File: src/hdl/bpfa_pkg.sv
// shared constants, codes and types for the bitmap page frame allocator
`timescale 1ns / 1ps

package bpfa_pkg;

    localparam int MAX_PAGE_COUNT = 4096;
    localparam int PAGE_BYTES     = 4096;
    localparam int PAGE_SHIFT     = $clog2(PAGE_BYTES);

    localparam int OP_W     = 3;
    localparam int ADDR_W   = 32;
    localparam int TYPE_W   = 8;
    localparam int RUN_W    = 13;
    localparam int IDX_W    = 12;
    localparam int STATUS_W = 2;

    localparam int PAGE_W     = $clog2(MAX_PAGE_COUNT);
    localparam int PCNT_W     = PAGE_W + 1;
    localparam int WORD_BITS  = 64;
    localparam int BIT_W      = $clog2(WORD_BITS);
    localparam int WORD_COUNT = MAX_PAGE_COUNT / WORD_BITS;
    localparam int WADDR_W    = $clog2(WORD_COUNT);
    localparam int WIDX_W     = WADDR_W + 1;
    localparam int RUN_END_W  = ((PCNT_W > RUN_W) ? PCNT_W : RUN_W) + 1;

    localparam logic [TYPE_W-1:0] REGION_USABLE = TYPE_W'(1);

    typedef enum logic [OP_W-1:0] {
        OP_FILL_USED     = 3'd0,
        OP_ADD_REGION    = 3'd1,
        OP_RESERVE_BELOW = 3'd2,
        OP_ALLOC_ONE     = 3'd3,
        OP_FREE_ONE      = 3'd4,
        OP_ALLOC_RUN     = 3'd5
    } op_t;

    typedef enum logic [STATUS_W-1:0] {
        STATUS_DONE       = 2'd0,
        STATUS_NO_FREE    = 2'd1,
        STATUS_NOT_CONTIG = 2'd2,
        STATUS_REJECTED   = 2'd3
    } status_t;

    typedef struct packed {
        logic [PCNT_W-1:0] lo;
        logic [PCNT_W-1:0] hi;
        logic              find_used;
        logic              set_bits;
    } unit_ctl_t;

    typedef struct packed {
        logic                 hit;
        logic [BIT_W-1:0]     bit_sel;
        logic [WORD_BITS-1:0] new_word;
    } unit_res_t;

endpackage

File: src/hdl/bpfa_word_unit.sv
// shared word unit: page range mask, first-match search and bit update of one bitmap word
`timescale 1ns / 1ps

module bpfa_word_unit (
    input  bpfa_pkg::unit_ctl_t                     ctl,
    input  logic [bpfa_pkg::WADDR_W-1:0]            widx,
    input  logic [bpfa_pkg::WORD_BITS-1:0]          word,
    output bpfa_pkg::unit_res_t                     res
);

    logic [bpfa_pkg::PCNT_W-1:0]    wbase;
    logic [bpfa_pkg::PCNT_W-1:0]    wtop;
    logic [bpfa_pkg::BIT_W-1:0]     lo_off;
    logic [bpfa_pkg::BIT_W-1:0]     hi_off;
    logic [bpfa_pkg::WORD_BITS-1:0] lo_mask;
    logic [bpfa_pkg::WORD_BITS-1:0] hi_mask;
    logic [bpfa_pkg::WORD_BITS-1:0] mask;
    logic [bpfa_pkg::WORD_BITS-1:0] cand;
    logic [bpfa_pkg::BIT_W-1:0]     sel;

    assign wbase  = bpfa_pkg::PCNT_W'({widx, {bpfa_pkg::BIT_W{1'b0}}});
    assign wtop   = wbase + bpfa_pkg::PCNT_W'(bpfa_pkg::WORD_BITS);
    assign lo_off = bpfa_pkg::BIT_W'(ctl.lo - wbase);
    assign hi_off = bpfa_pkg::BIT_W'(ctl.hi - wbase);

    always_comb begin
        if (ctl.lo <= wbase) begin
            lo_mask = '1;
        end else if (ctl.lo >= wtop) begin
            lo_mask = '0;
        end else begin
            lo_mask = {bpfa_pkg::WORD_BITS{1'b1}} << lo_off;
        end
        if (ctl.hi >= wtop) begin
            hi_mask = '1;
        end else if (ctl.hi <= wbase) begin
            hi_mask = '0;
        end else begin
            hi_mask = ~({bpfa_pkg::WORD_BITS{1'b1}} << hi_off);
        end
    end

    assign mask = lo_mask & hi_mask;
    assign cand = (ctl.find_used ? word : ~word) & mask;

    // lowest matching bit
    always_comb begin
        sel = '0;
        for (int i = bpfa_pkg::WORD_BITS - 1; i >= 0; i--) begin
            if (cand[i]) begin
                sel = bpfa_pkg::BIT_W'(i);
            end
        end
    end

    assign res.hit      = |cand;
    assign res.bit_sel  = sel;
    assign res.new_word = ctl.set_bits ? (word | mask) : (word & ~mask);

endmodule

File: src/hdl/bitmap_page_frame_allocator_core.sv
// top level of the bitmap page frame allocator: command sequencer, bitmap memory, result register
//
//  channel | direction | handshake         | payload
//  s_      | in        | s_valid / s_ready | s_opcode s_address s_region_length s_region_type
//          |           |                   | s_run_count
//  m_      | out       | m_valid / m_ready | m_ok m_frame_idx m_status
//
// the bitmap is 64 words of 64 bits, one read and one write memory port, swept one word a cycle
// fill_used, regions with no page to touch and rejected commands go from setup straight to done
// region commands that touch pages and free_one sweep the words they touch in the range state
// alloc_one is a scan of the bitmap followed by a one-word write
// alloc_run takes up to three scans, or up to two scans and a write
// reset clears the per-word valid bits at once, a word without its bit reads as all used
// s_ready is high only while idle; a result waits in the output register while the next item runs
`timescale 1ns / 1ps

module bitmap_page_frame_allocator_core (
    input  logic                              aclk,
    input  logic                              aresetn,
    input  logic                              s_valid,
    output logic                              s_ready,
    input  logic [bpfa_pkg::OP_W-1:0]         s_opcode,
    input  logic [bpfa_pkg::ADDR_W-1:0]       s_address,
    input  logic [bpfa_pkg::ADDR_W-1:0]       s_region_length,
    input  logic [bpfa_pkg::TYPE_W-1:0]       s_region_type,
    input  logic [bpfa_pkg::RUN_W-1:0]        s_run_count,
    output logic                              m_valid,
    input  logic                              m_ready,
    output logic                              m_ok,
    output logic [bpfa_pkg::IDX_W-1:0]        m_frame_idx,
    output logic [bpfa_pkg::STATUS_W-1:0]     m_status
);

    typedef enum logic [6:0] {
        FSM_IDLE      = 7'b0000001,
        FSM_SETUP     = 7'b0000010,
        FSM_FIND_BASE = 7'b0000100,
        FSM_FIND_USED = 7'b0001000,
        FSM_FIND_FREE = 7'b0010000,
        FSM_RANGE     = 7'b0100000,
        FSM_DONE      = 7'b1000000
    } fsm_t;

    function automatic logic [bpfa_pkg::PCNT_W-1:0] clip_page(
        input logic [bpfa_pkg::ADDR_W:0] v
    );
        clip_page = (v >= (bpfa_pkg::ADDR_W + 1)'(bpfa_pkg::MAX_PAGE_COUNT)) ?
                    bpfa_pkg::PCNT_W'(bpfa_pkg::MAX_PAGE_COUNT) :
                    v[bpfa_pkg::PCNT_W-1:0];
    endfunction

    function automatic logic [bpfa_pkg::WIDX_W-1:0] word_of(
        input logic [bpfa_pkg::PCNT_W-1:0] p
    );
        word_of = p[bpfa_pkg::PCNT_W-1:bpfa_pkg::BIT_W];
    endfunction

    fsm_t                               state_reg, state_next;
    bpfa_pkg::op_t                      op_reg;
    logic [bpfa_pkg::ADDR_W-1:0]        addr_reg;
    logic [bpfa_pkg::ADDR_W-1:0]        len_reg;
    logic [bpfa_pkg::TYPE_W-1:0]        type_reg;
    logic [bpfa_pkg::RUN_W-1:0]         count_reg;

    logic [bpfa_pkg::PCNT_W-1:0]        lo_reg, lo_next;
    logic [bpfa_pkg::PCNT_W-1:0]        hi_reg, hi_next;
    logic                               find_used_reg, find_used_next;
    logic                               set_reg, set_next;
    logic [bpfa_pkg::PAGE_W-1:0]        base_reg, base_next;
    logic [bpfa_pkg::WIDX_W-1:0]        issue_reg, issue_next;
    logic                               stage_vld_reg, stage_vld_next;
    logic [bpfa_pkg::WADDR_W-1:0]       stage_idx_reg, stage_idx_next;

    logic [bpfa_pkg::WORD_BITS-1:0]     mem [bpfa_pkg::WORD_COUNT];
    logic [bpfa_pkg::WORD_BITS-1:0]     rd_data_reg;
    logic                               rd_rowv_reg;
    logic [bpfa_pkg::WORD_COUNT-1:0]    row_valid_reg, row_valid_next;

    logic                               res_ok_reg, res_ok_next;
    logic [bpfa_pkg::IDX_W-1:0]         res_page_reg, res_page_next;
    bpfa_pkg::status_t                  res_status_reg, res_status_next;

    logic                               m_valid_reg, m_valid_next;
    logic                               m_ok_reg;
    logic [bpfa_pkg::IDX_W-1:0]         m_page_reg;
    logic [bpfa_pkg::STATUS_W-1:0]      m_status_reg;
    logic                               out_load;

    bpfa_pkg::unit_ctl_t                unit_ctl;
    bpfa_pkg::unit_res_t                unit_res;
    logic [bpfa_pkg::WORD_BITS-1:0]     eff_word;

    logic                               accept;
    logic                               issue_go;
    logic                               scan_hit;
    logic                               scan_miss;
    logic                               mem_we;
    logic [bpfa_pkg::PAGE_W-1:0]        hit_page;
    logic [bpfa_pkg::PCNT_W-1:0]        hit_page_ext;
    logic [bpfa_pkg::PCNT_W-1:0]        fail_page;
    logic [bpfa_pkg::RUN_END_W-1:0]     run_end;

    logic [bpfa_pkg::ADDR_W:0]          addr_ext;
    logic [bpfa_pkg::ADDR_W:0]          ceil_pg;
    logic [bpfa_pkg::ADDR_W:0]          end_sum;
    logic [bpfa_pkg::ADDR_W-1:0]        end_sat;
    logic [bpfa_pkg::ADDR_W:0]          floor_pg;
    logic [bpfa_pkg::ADDR_W:0]          free_pg;
    logic [bpfa_pkg::PCNT_W-1:0]        ceil_clip;
    logic [bpfa_pkg::PCNT_W-1:0]        floor_clip;
    logic                               free_ok;

    assign accept  = s_valid && s_ready;
    assign s_ready = (state_reg == FSM_IDLE);

    // command address math
    assign addr_ext   = {1'b0, addr_reg};
    assign ceil_pg    = (addr_ext + (bpfa_pkg::ADDR_W + 1)'(bpfa_pkg::PAGE_BYTES - 1))
                        >> bpfa_pkg::PAGE_SHIFT;
    assign end_sum    = addr_ext + {1'b0, len_reg};
    assign end_sat    = end_sum[bpfa_pkg::ADDR_W] ? '1 : end_sum[bpfa_pkg::ADDR_W-1:0];
    assign floor_pg   = {1'b0, end_sat} >> bpfa_pkg::PAGE_SHIFT;
    assign free_pg    = addr_ext >> bpfa_pkg::PAGE_SHIFT;
    assign ceil_clip  = clip_page(ceil_pg);
    assign floor_clip = clip_page(floor_pg);
    assign free_ok    = (addr_reg[bpfa_pkg::PAGE_SHIFT-1:0] == '0) &&
                        (free_pg < (bpfa_pkg::ADDR_W + 1)'(bpfa_pkg::MAX_PAGE_COUNT));

    // shared word unit on the data stage
    assign eff_word = rd_rowv_reg ? rd_data_reg : '1;

    assign unit_ctl.lo        = lo_reg;
    assign unit_ctl.hi        = hi_reg;
    assign unit_ctl.find_used = find_used_reg;
    assign unit_ctl.set_bits  = set_reg;

    bpfa_word_unit u_word_unit (
        .ctl  (unit_ctl),
        .widx (stage_idx_reg),
        .word (eff_word),
        .res  (unit_res)
    );

    always_comb begin
        issue_go = 1'b0;
        if (state_reg inside {FSM_FIND_BASE, FSM_FIND_USED, FSM_FIND_FREE}) begin
            issue_go = (issue_reg < bpfa_pkg::WIDX_W'(bpfa_pkg::WORD_COUNT));
        end else if (state_reg == FSM_RANGE) begin
            issue_go = ((bpfa_pkg::PCNT_W + 1)'({issue_reg, {bpfa_pkg::BIT_W{1'b0}}}) <
                        (bpfa_pkg::PCNT_W + 1)'(hi_reg));
        end
    end

    assign scan_hit     = stage_vld_reg && unit_res.hit;
    assign scan_miss    = !stage_vld_reg && !issue_go;
    assign hit_page     = {stage_idx_reg, unit_res.bit_sel};
    assign hit_page_ext = bpfa_pkg::PCNT_W'(hit_page);
    assign fail_page    = scan_hit ? hit_page_ext : bpfa_pkg::PCNT_W'(bpfa_pkg::MAX_PAGE_COUNT);
    assign run_end      = bpfa_pkg::RUN_END_W'(base_reg) + bpfa_pkg::RUN_END_W'(count_reg);
    assign mem_we       = (state_reg == FSM_RANGE) && stage_vld_reg;
    assign out_load     = (state_reg == FSM_DONE) && (!m_valid_reg || m_ready);

    always_comb begin
        state_next      = state_reg;
        lo_next         = lo_reg;
        hi_next         = hi_reg;
        find_used_next  = find_used_reg;
        set_next        = set_reg;
        base_next       = base_reg;
        issue_next      = issue_reg;
        stage_vld_next  = 1'b0;
        stage_idx_next  = issue_reg[bpfa_pkg::WADDR_W-1:0];
        row_valid_next  = row_valid_reg;
        res_ok_next     = res_ok_reg;
        res_page_next   = res_page_reg;
        res_status_next = res_status_reg;

        if (issue_go) begin
            stage_vld_next = 1'b1;
            issue_next     = issue_reg + bpfa_pkg::WIDX_W'(1);
        end
        if (mem_we) begin
            row_valid_next[stage_idx_reg] = 1'b1;
        end

        case (state_reg)
            FSM_IDLE: begin
                if (accept) begin
                    state_next = FSM_SETUP;
                end
            end
            FSM_SETUP: begin
                res_ok_next     = 1'b1;
                res_page_next   = '0;
                res_status_next = bpfa_pkg::STATUS_DONE;
                stage_vld_next  = 1'b0;
                state_next      = FSM_DONE;
                case (op_reg)
                    bpfa_pkg::OP_FILL_USED: begin
                        row_valid_next = '0;
                    end
                    bpfa_pkg::OP_ADD_REGION: begin
                        lo_next  = ceil_clip;
                        hi_next  = floor_clip;
                        set_next = 1'b0;
                        issue_next = word_of(ceil_clip);
                        if (type_reg == bpfa_pkg::REGION_USABLE && ceil_clip < floor_clip) begin
                            state_next = FSM_RANGE;
                        end
                    end
                    bpfa_pkg::OP_RESERVE_BELOW: begin
                        lo_next    = '0;
                        hi_next    = ceil_clip;
                        set_next   = 1'b1;
                        issue_next = '0;
                        if (ceil_clip != '0) begin
                            state_next = FSM_RANGE;
                        end
                    end
                    bpfa_pkg::OP_ALLOC_ONE: begin
                        lo_next        = '0;
                        hi_next        = bpfa_pkg::PCNT_W'(bpfa_pkg::MAX_PAGE_COUNT);
                        find_used_next = 1'b0;
                        issue_next     = '0;
                        state_next     = FSM_FIND_BASE;
                    end
                    bpfa_pkg::OP_FREE_ONE: begin
                        lo_next    = bpfa_pkg::PCNT_W'(free_pg);
                        hi_next    = bpfa_pkg::PCNT_W'(free_pg) + bpfa_pkg::PCNT_W'(1);
                        set_next   = 1'b0;
                        issue_next = word_of(bpfa_pkg::PCNT_W'(free_pg));
                        if (free_ok) begin
                            state_next = FSM_RANGE;
                        end else begin
                            res_ok_next     = 1'b0;
                            res_status_next = bpfa_pkg::STATUS_REJECTED;
                        end
                    end
                    bpfa_pkg::OP_ALLOC_RUN: begin
                        lo_next        = '0;
                        hi_next        = bpfa_pkg::PCNT_W'(bpfa_pkg::MAX_PAGE_COUNT);
                        find_used_next = 1'b0;
                        issue_next     = '0;
                        if (count_reg == '0) begin
                            res_ok_next     = 1'b0;
                            res_status_next = bpfa_pkg::STATUS_NOT_CONTIG;
                        end else begin
                            state_next = FSM_FIND_BASE;
                        end
                    end
                    default: begin
                        res_ok_next     = 1'b0;
                        res_status_next = bpfa_pkg::STATUS_REJECTED;
                    end
                endcase
            end
            FSM_FIND_BASE: begin
                if (scan_hit) begin
                    stage_vld_next = 1'b0;
                    if (op_reg == bpfa_pkg::OP_ALLOC_ONE || hit_page == '0) begin
                        // mark the one page used
                        lo_next    = hit_page_ext;
                        hi_next    = hit_page_ext + bpfa_pkg::PCNT_W'(1);
                        set_next   = 1'b1;
                        issue_next = word_of(hit_page_ext);
                        state_next = FSM_RANGE;
                        if (op_reg == bpfa_pkg::OP_ALLOC_ONE) begin
                            res_ok_next     = 1'b1;
                            res_page_next   = bpfa_pkg::IDX_W'(hit_page);
                            res_status_next = bpfa_pkg::STATUS_DONE;
                        end else begin
                            res_ok_next     = 1'b0;
                            res_page_next   = '0;
                            res_status_next = bpfa_pkg::STATUS_NOT_CONTIG;
                        end
                    end else begin
                        base_next      = hit_page;
                        lo_next        = hit_page_ext + bpfa_pkg::PCNT_W'(1);
                        find_used_next = 1'b1;
                        issue_next     = word_of(hit_page_ext + bpfa_pkg::PCNT_W'(1));
                        state_next     = FSM_FIND_USED;
                    end
                end else if (scan_miss) begin
                    res_ok_next     = 1'b0;
                    res_page_next   = '0;
                    res_status_next = bpfa_pkg::STATUS_NO_FREE;
                    state_next      = FSM_DONE;
                end
            end
            FSM_FIND_USED: begin
                if (scan_hit || scan_miss) begin
                    stage_vld_next = 1'b0;
                    if (bpfa_pkg::RUN_END_W'(fail_page) < run_end) begin
                        res_ok_next   = 1'b0;
                        res_page_next = '0;
                        if (scan_miss) begin
                            res_status_next = bpfa_pkg::STATUS_NO_FREE;
                            state_next      = FSM_DONE;
                        end else begin
                            lo_next        = hit_page_ext;
                            find_used_next = 1'b0;
                            issue_next     = word_of(hit_page_ext);
                            state_next     = FSM_FIND_FREE;
                        end
                    end else begin
                        lo_next         = bpfa_pkg::PCNT_W'(base_reg);
                        hi_next         = run_end[bpfa_pkg::PCNT_W-1:0];
                        set_next        = 1'b1;
                        issue_next      = word_of(bpfa_pkg::PCNT_W'(base_reg));
                        res_ok_next     = 1'b1;
                        res_page_next   = bpfa_pkg::IDX_W'(base_reg);
                        res_status_next = bpfa_pkg::STATUS_DONE;
                        state_next      = FSM_RANGE;
                    end
                end
            end
            FSM_FIND_FREE: begin
                if (scan_hit) begin
                    res_status_next = bpfa_pkg::STATUS_NOT_CONTIG;
                    state_next      = FSM_DONE;
                end else if (scan_miss) begin
                    res_status_next = bpfa_pkg::STATUS_NO_FREE;
                    state_next      = FSM_DONE;
                end
            end
            FSM_RANGE: begin
                if (!issue_go && !stage_vld_reg) begin
                    state_next = FSM_DONE;
                end
            end
            FSM_DONE: begin
                if (out_load) begin
                    state_next = FSM_IDLE;
                end
            end
            default: begin
                state_next = FSM_IDLE;
            end
        endcase
    end

    always_comb begin
        m_valid_next = m_valid_reg;
        if (out_load) begin
            m_valid_next = 1'b1;
        end else if (m_ready) begin
            m_valid_next = 1'b0;
        end
    end

    always_ff @(posedge aclk) begin
        if (!aresetn) begin
            state_reg     <= FSM_IDLE;
            stage_vld_reg <= 1'b0;
            row_valid_reg <= '0;
            m_valid_reg   <= 1'b0;
        end else begin
            state_reg     <= state_next;
            stage_vld_reg <= stage_vld_next;
            row_valid_reg <= row_valid_next;
            m_valid_reg   <= m_valid_next;
        end
    end

    always_ff @(posedge aclk) begin
        if (accept) begin
            op_reg    <= bpfa_pkg::op_t'(s_opcode);
            addr_reg  <= s_address;
            len_reg   <= s_region_length;
            type_reg  <= s_region_type;
            count_reg <= s_run_count;
        end
        lo_reg         <= lo_next;
        hi_reg         <= hi_next;
        find_used_reg  <= find_used_next;
        set_reg        <= set_next;
        base_reg       <= base_next;
        issue_reg      <= issue_next;
        stage_idx_reg  <= stage_idx_next;
        rd_rowv_reg    <= row_valid_reg[issue_reg[bpfa_pkg::WADDR_W-1:0]];
        res_ok_reg     <= res_ok_next;
        res_page_reg   <= res_page_next;
        res_status_reg <= res_status_next;
        if (out_load) begin
            m_ok_reg     <= res_ok_reg;
            m_page_reg   <= res_page_reg;
            m_status_reg <= res_status_reg;
        end
    end

    // bitmap memory
    always_ff @(posedge aclk) begin
        if (mem_we) begin
            mem[stage_idx_reg] <= unit_res.new_word;
        end
        rd_data_reg <= mem[issue_reg[bpfa_pkg::WADDR_W-1:0]];
    end

    assign m_valid     = m_valid_reg;
    assign m_ok        = m_ok_reg;
    assign m_frame_idx = m_page_reg;
    assign m_status    = m_status_reg;

endmodule

File: config.mk
export PLATFORM = sky130hd
export DESIGN_NAME = bitmap_page_frame_allocator_core
export DESIGN_NICKNAME = d
export VERILOG_FILES = /design/src/hdl/bpfa_pkg.sv /design/src/hdl/bpfa_word_unit.sv /design/src/hdl/bitmap_page_frame_allocator_core.sv
export SDC_FILE = /design/constraint.sdc
export NUM_CORES = 2
export LEC_CHECK = 0
export ABC_CLOCK_PERIOD_IN_PS = 15700
export BUFFER_PORTS_ARGS = -buffer_cell sky130_fd_sc_hd__buf_2
export CAP_MARGIN = 20
export CORE_MARGIN = 5
export CORE_UTILIZATION = 30
export DETAILED_ROUTE_END_ITERATION = 8
export PLACE_DENSITY_LB_ADDON = 0.05
export SKIP_CTS_REPAIR_TIMING = 1
export SYNTH_ARGS = -nofsm -noshare
export SYNTH_HDL_FRONTEND = slang
export SYNTH_HIERARCHICAL = 1
export SYNTH_SLANG_ARGS = --single-unit
export TNS_END_PERCENT = 1
File: constraint.sdc
create_clock -name aclk -period 15.7 [get_ports aclk]
set_input_delay 3.14 -clock aclk [delete_from_list [all_inputs] [get_ports aclk]]
set_output_delay 3.14 -clock aclk [all_outputs]
set_load 0.01 [all_outputs]
==> impl_metrics.toml <==
[timing]
fin_tns_setup_ns = 0
finalHoldViolCount = 0
drv_slew = 0
skew_ns = 0.0400
finalSetupViolations = 0
relSlewSlack_pct = 10.9
layout_worst_path_cycle_share_pct = 62.2
worstMarginPinSlew_ns = 1.34
rsz0062_at_grt = "false"
fmax_mhz = 102
min_period_ns = 9.77

[grt]
grt-ovfl-total = 0
grt_pass1_vias = 93600
grt_antenna_before_repair = 51
grt_max_degree = 125
track_usage_pct = 21.0
grt_pass1_wl_um = 863000

[critical_path]
critPathLaunchType = "flop"
cp.arrival_ns = 10.55
cp_max_fo = 26
worstSetupEndpoint = "lo_reg[4]"
slowest_stage = "dfxtp_1"
cp-startpoint = "stage_idx_reg[4]"
r2r_cells = 28
r2r_slack_ns = 5.93
slowest_delay_ns = 0.97
required_ns = 16.48
r2r_start = "stage_idx_reg[4]"
end_kind = "flop"
timing.rr.end = "lo_reg[4]"
path_class = "flop to flop"

[routing]
dr.pass1.iters = 7
num_vias = 90400
initialDrtViolationCount = 8875
vias_per_cell = 5.34
antenna_left = 0
drc = 0
drt_wl_total_um = 642000
wl_per_cell_um = 37.9

[clocking]
clock_path_buffers = 4
clockRootBuffer = "clkbuf_16"
cts_buffers = 528
clkTransAtPathRegs_ns = 0.06
clock_latency_ns = 1.05
htreeDepth = 6
tritoncts = "yes"
clkSinkCount = 4405

[die]
dieWidth_um = 776
io_pins = 109
die-area_um2 = 602000
row_count = 281
core-area_um2 = 585000
start_util_pct = 30.1
dieHeight_um = 776

[yosys]
yosys_warnings = 6
ys_types = 110
synth_top_area_share_pct = 72.6
syn_area_um2 = 176000
yosys.area.top_type = "edfxtp_1"
ys_async_sr_fraction_pct = 0
synthFlopType = "edfxtp_1"
synth_nets = 8358
ys_seq_area_share_pct = 74.3
ys_ff_latch = 4405
synth_edf_count = 4254
syn_inst = 8162
synth.area.top_cells = "edfxtp_1, mux4_2, dfxtp_1"
syn_area_per_cell_um2 = 21.6

[final_layout]
final_util_pct = 35.1
mostFrequentLayoutCell = "edfxtp_1"
drive_gt1_share_pct = 30.1
layout_common_cells = "edfxtp_1, mux4_2, clkbuf_16"
syn_to_final_growth_pct = 16.6
largest_reg_flops = 4096
final_net_count = 8905

[power_and_ir_drop]
ir_worst_vdd_mv = 0.130
leakagePower_nw = 61.7
power.density_nw_per_um2 = 150
power_mw = 30.7

[placed_design]
gp_congestion = 0.866
dpl.hpwl_um = 363000
numPortBuffers = 108

[status]
status = "finished, final reports clean"

[flow_run]
cap_violations = 0

[hold_path]
hp-class = "flop to flop"
-- synth_stat cells, types with 68 or more instances --
| cell | number |
|---|---|
| clkbuf_1 | 322 |
| o21a_1 | 79 |
| nor2_1 | 240 |
| ha_1 | 103 |
| mux4_2 | 1365 |
| nand3_1 | 68 |
| nor3_1 | 68 |
| dfxtp_1 | 151 |
| a21oi_1 | 137 |
| o21ai_0 | 124 |
| buf_1 | 76 |
| nand2_1 | 196 |
| nand2b_1 | 89 |
| edfxtp_1 | 4254 |
-- routing by layer --
metal,wire [µm],vias up,GRT usage [%]
met4,15200,2,4.66
met1,292000,51200,30.1
met2,306000,2674,34.2
li1,-,35900,-
met5,11,-,0
met3,28400,692,2.47
-- logic make-up (layout without fill, tap and decap cells) --
family / Yosys count / in the layout / synth area share, %
other: 0 / 12 / 0
AO/OA/AOI/OAI: 715 / 715 / 2.83
AND/OR/NAND/NOR: 912 / 912 / 2.65
XOR/XNOR: 122 / 122 / 0.607
multiplexers: 1405 / 1405 / 17.7
flip-flops: 4405 / 4405 / 74.3
adder cells (fa/ha/maj): 104 / 104 / 0.744
buffers and inverters: 499 / 1469 / 1.13
-- per-stage QoR --
step	std cells	area (µm²)	setup slack (ns)	hold WS, ns
final	16900	205000	5.93	0.459
after global routing	16900	205000	5.59	0.468
after CTS	16900	205000	6.09	0.462
after detailed placement	15900	188000	6.13	0.450
after global placement	15900	188000	6.08	0.441
after floorplan	8162	176000	8.35	0.353
-- power by group --
group,internal (mW),leakage (nW),switching (mW)
combinational,2.44,14.8,2.92
sequential,13.3,38.8,0.254
clock,6.73,8.06,5.01
-- worst min path at each step --
stage                 startpoint                 to  cells past startpoint
6_report       row_valid_reg[23]  row_valid_reg[23]                      1
5_1_grt        row_valid_reg[26]  row_valid_reg[26]                      1
4_1_cts        row_valid_reg[23]  row_valid_reg[23]                      1
3_5_place_dp   row_valid_reg[47]  row_valid_reg[47]                      1
3_3_place_gp   row_valid_reg[62]  row_valid_reg[62]                      1
2_1_floorplan       issue_reg[5]   stage_idx_reg[5]                      0
-- worst max-delay path, delay by kind of cell (launching register included) --
kind | cells | cell delay, ns
adders and majority gates | 2 | 0.61
buffers and inverters | 5 | 1.85
AOI/OAI and AO/OA | 10 | 2.41
and+or+nand+nor | 11 | 3.57
DFF | 1 | 0.97
-- area by class of cell --
type                       count  area (µm²)
sequential                  4405      131000
clock buffer                 716       14300
timing repair buffer         465        3740
fill                       54300      380000
tap                         7782        9740
multi-input combinational   3258       44100
inverter                      51         193
antenna                       12        30.0
clock inverter               237        2330
No activity file was read; power rests on OpenSTA's default activity.
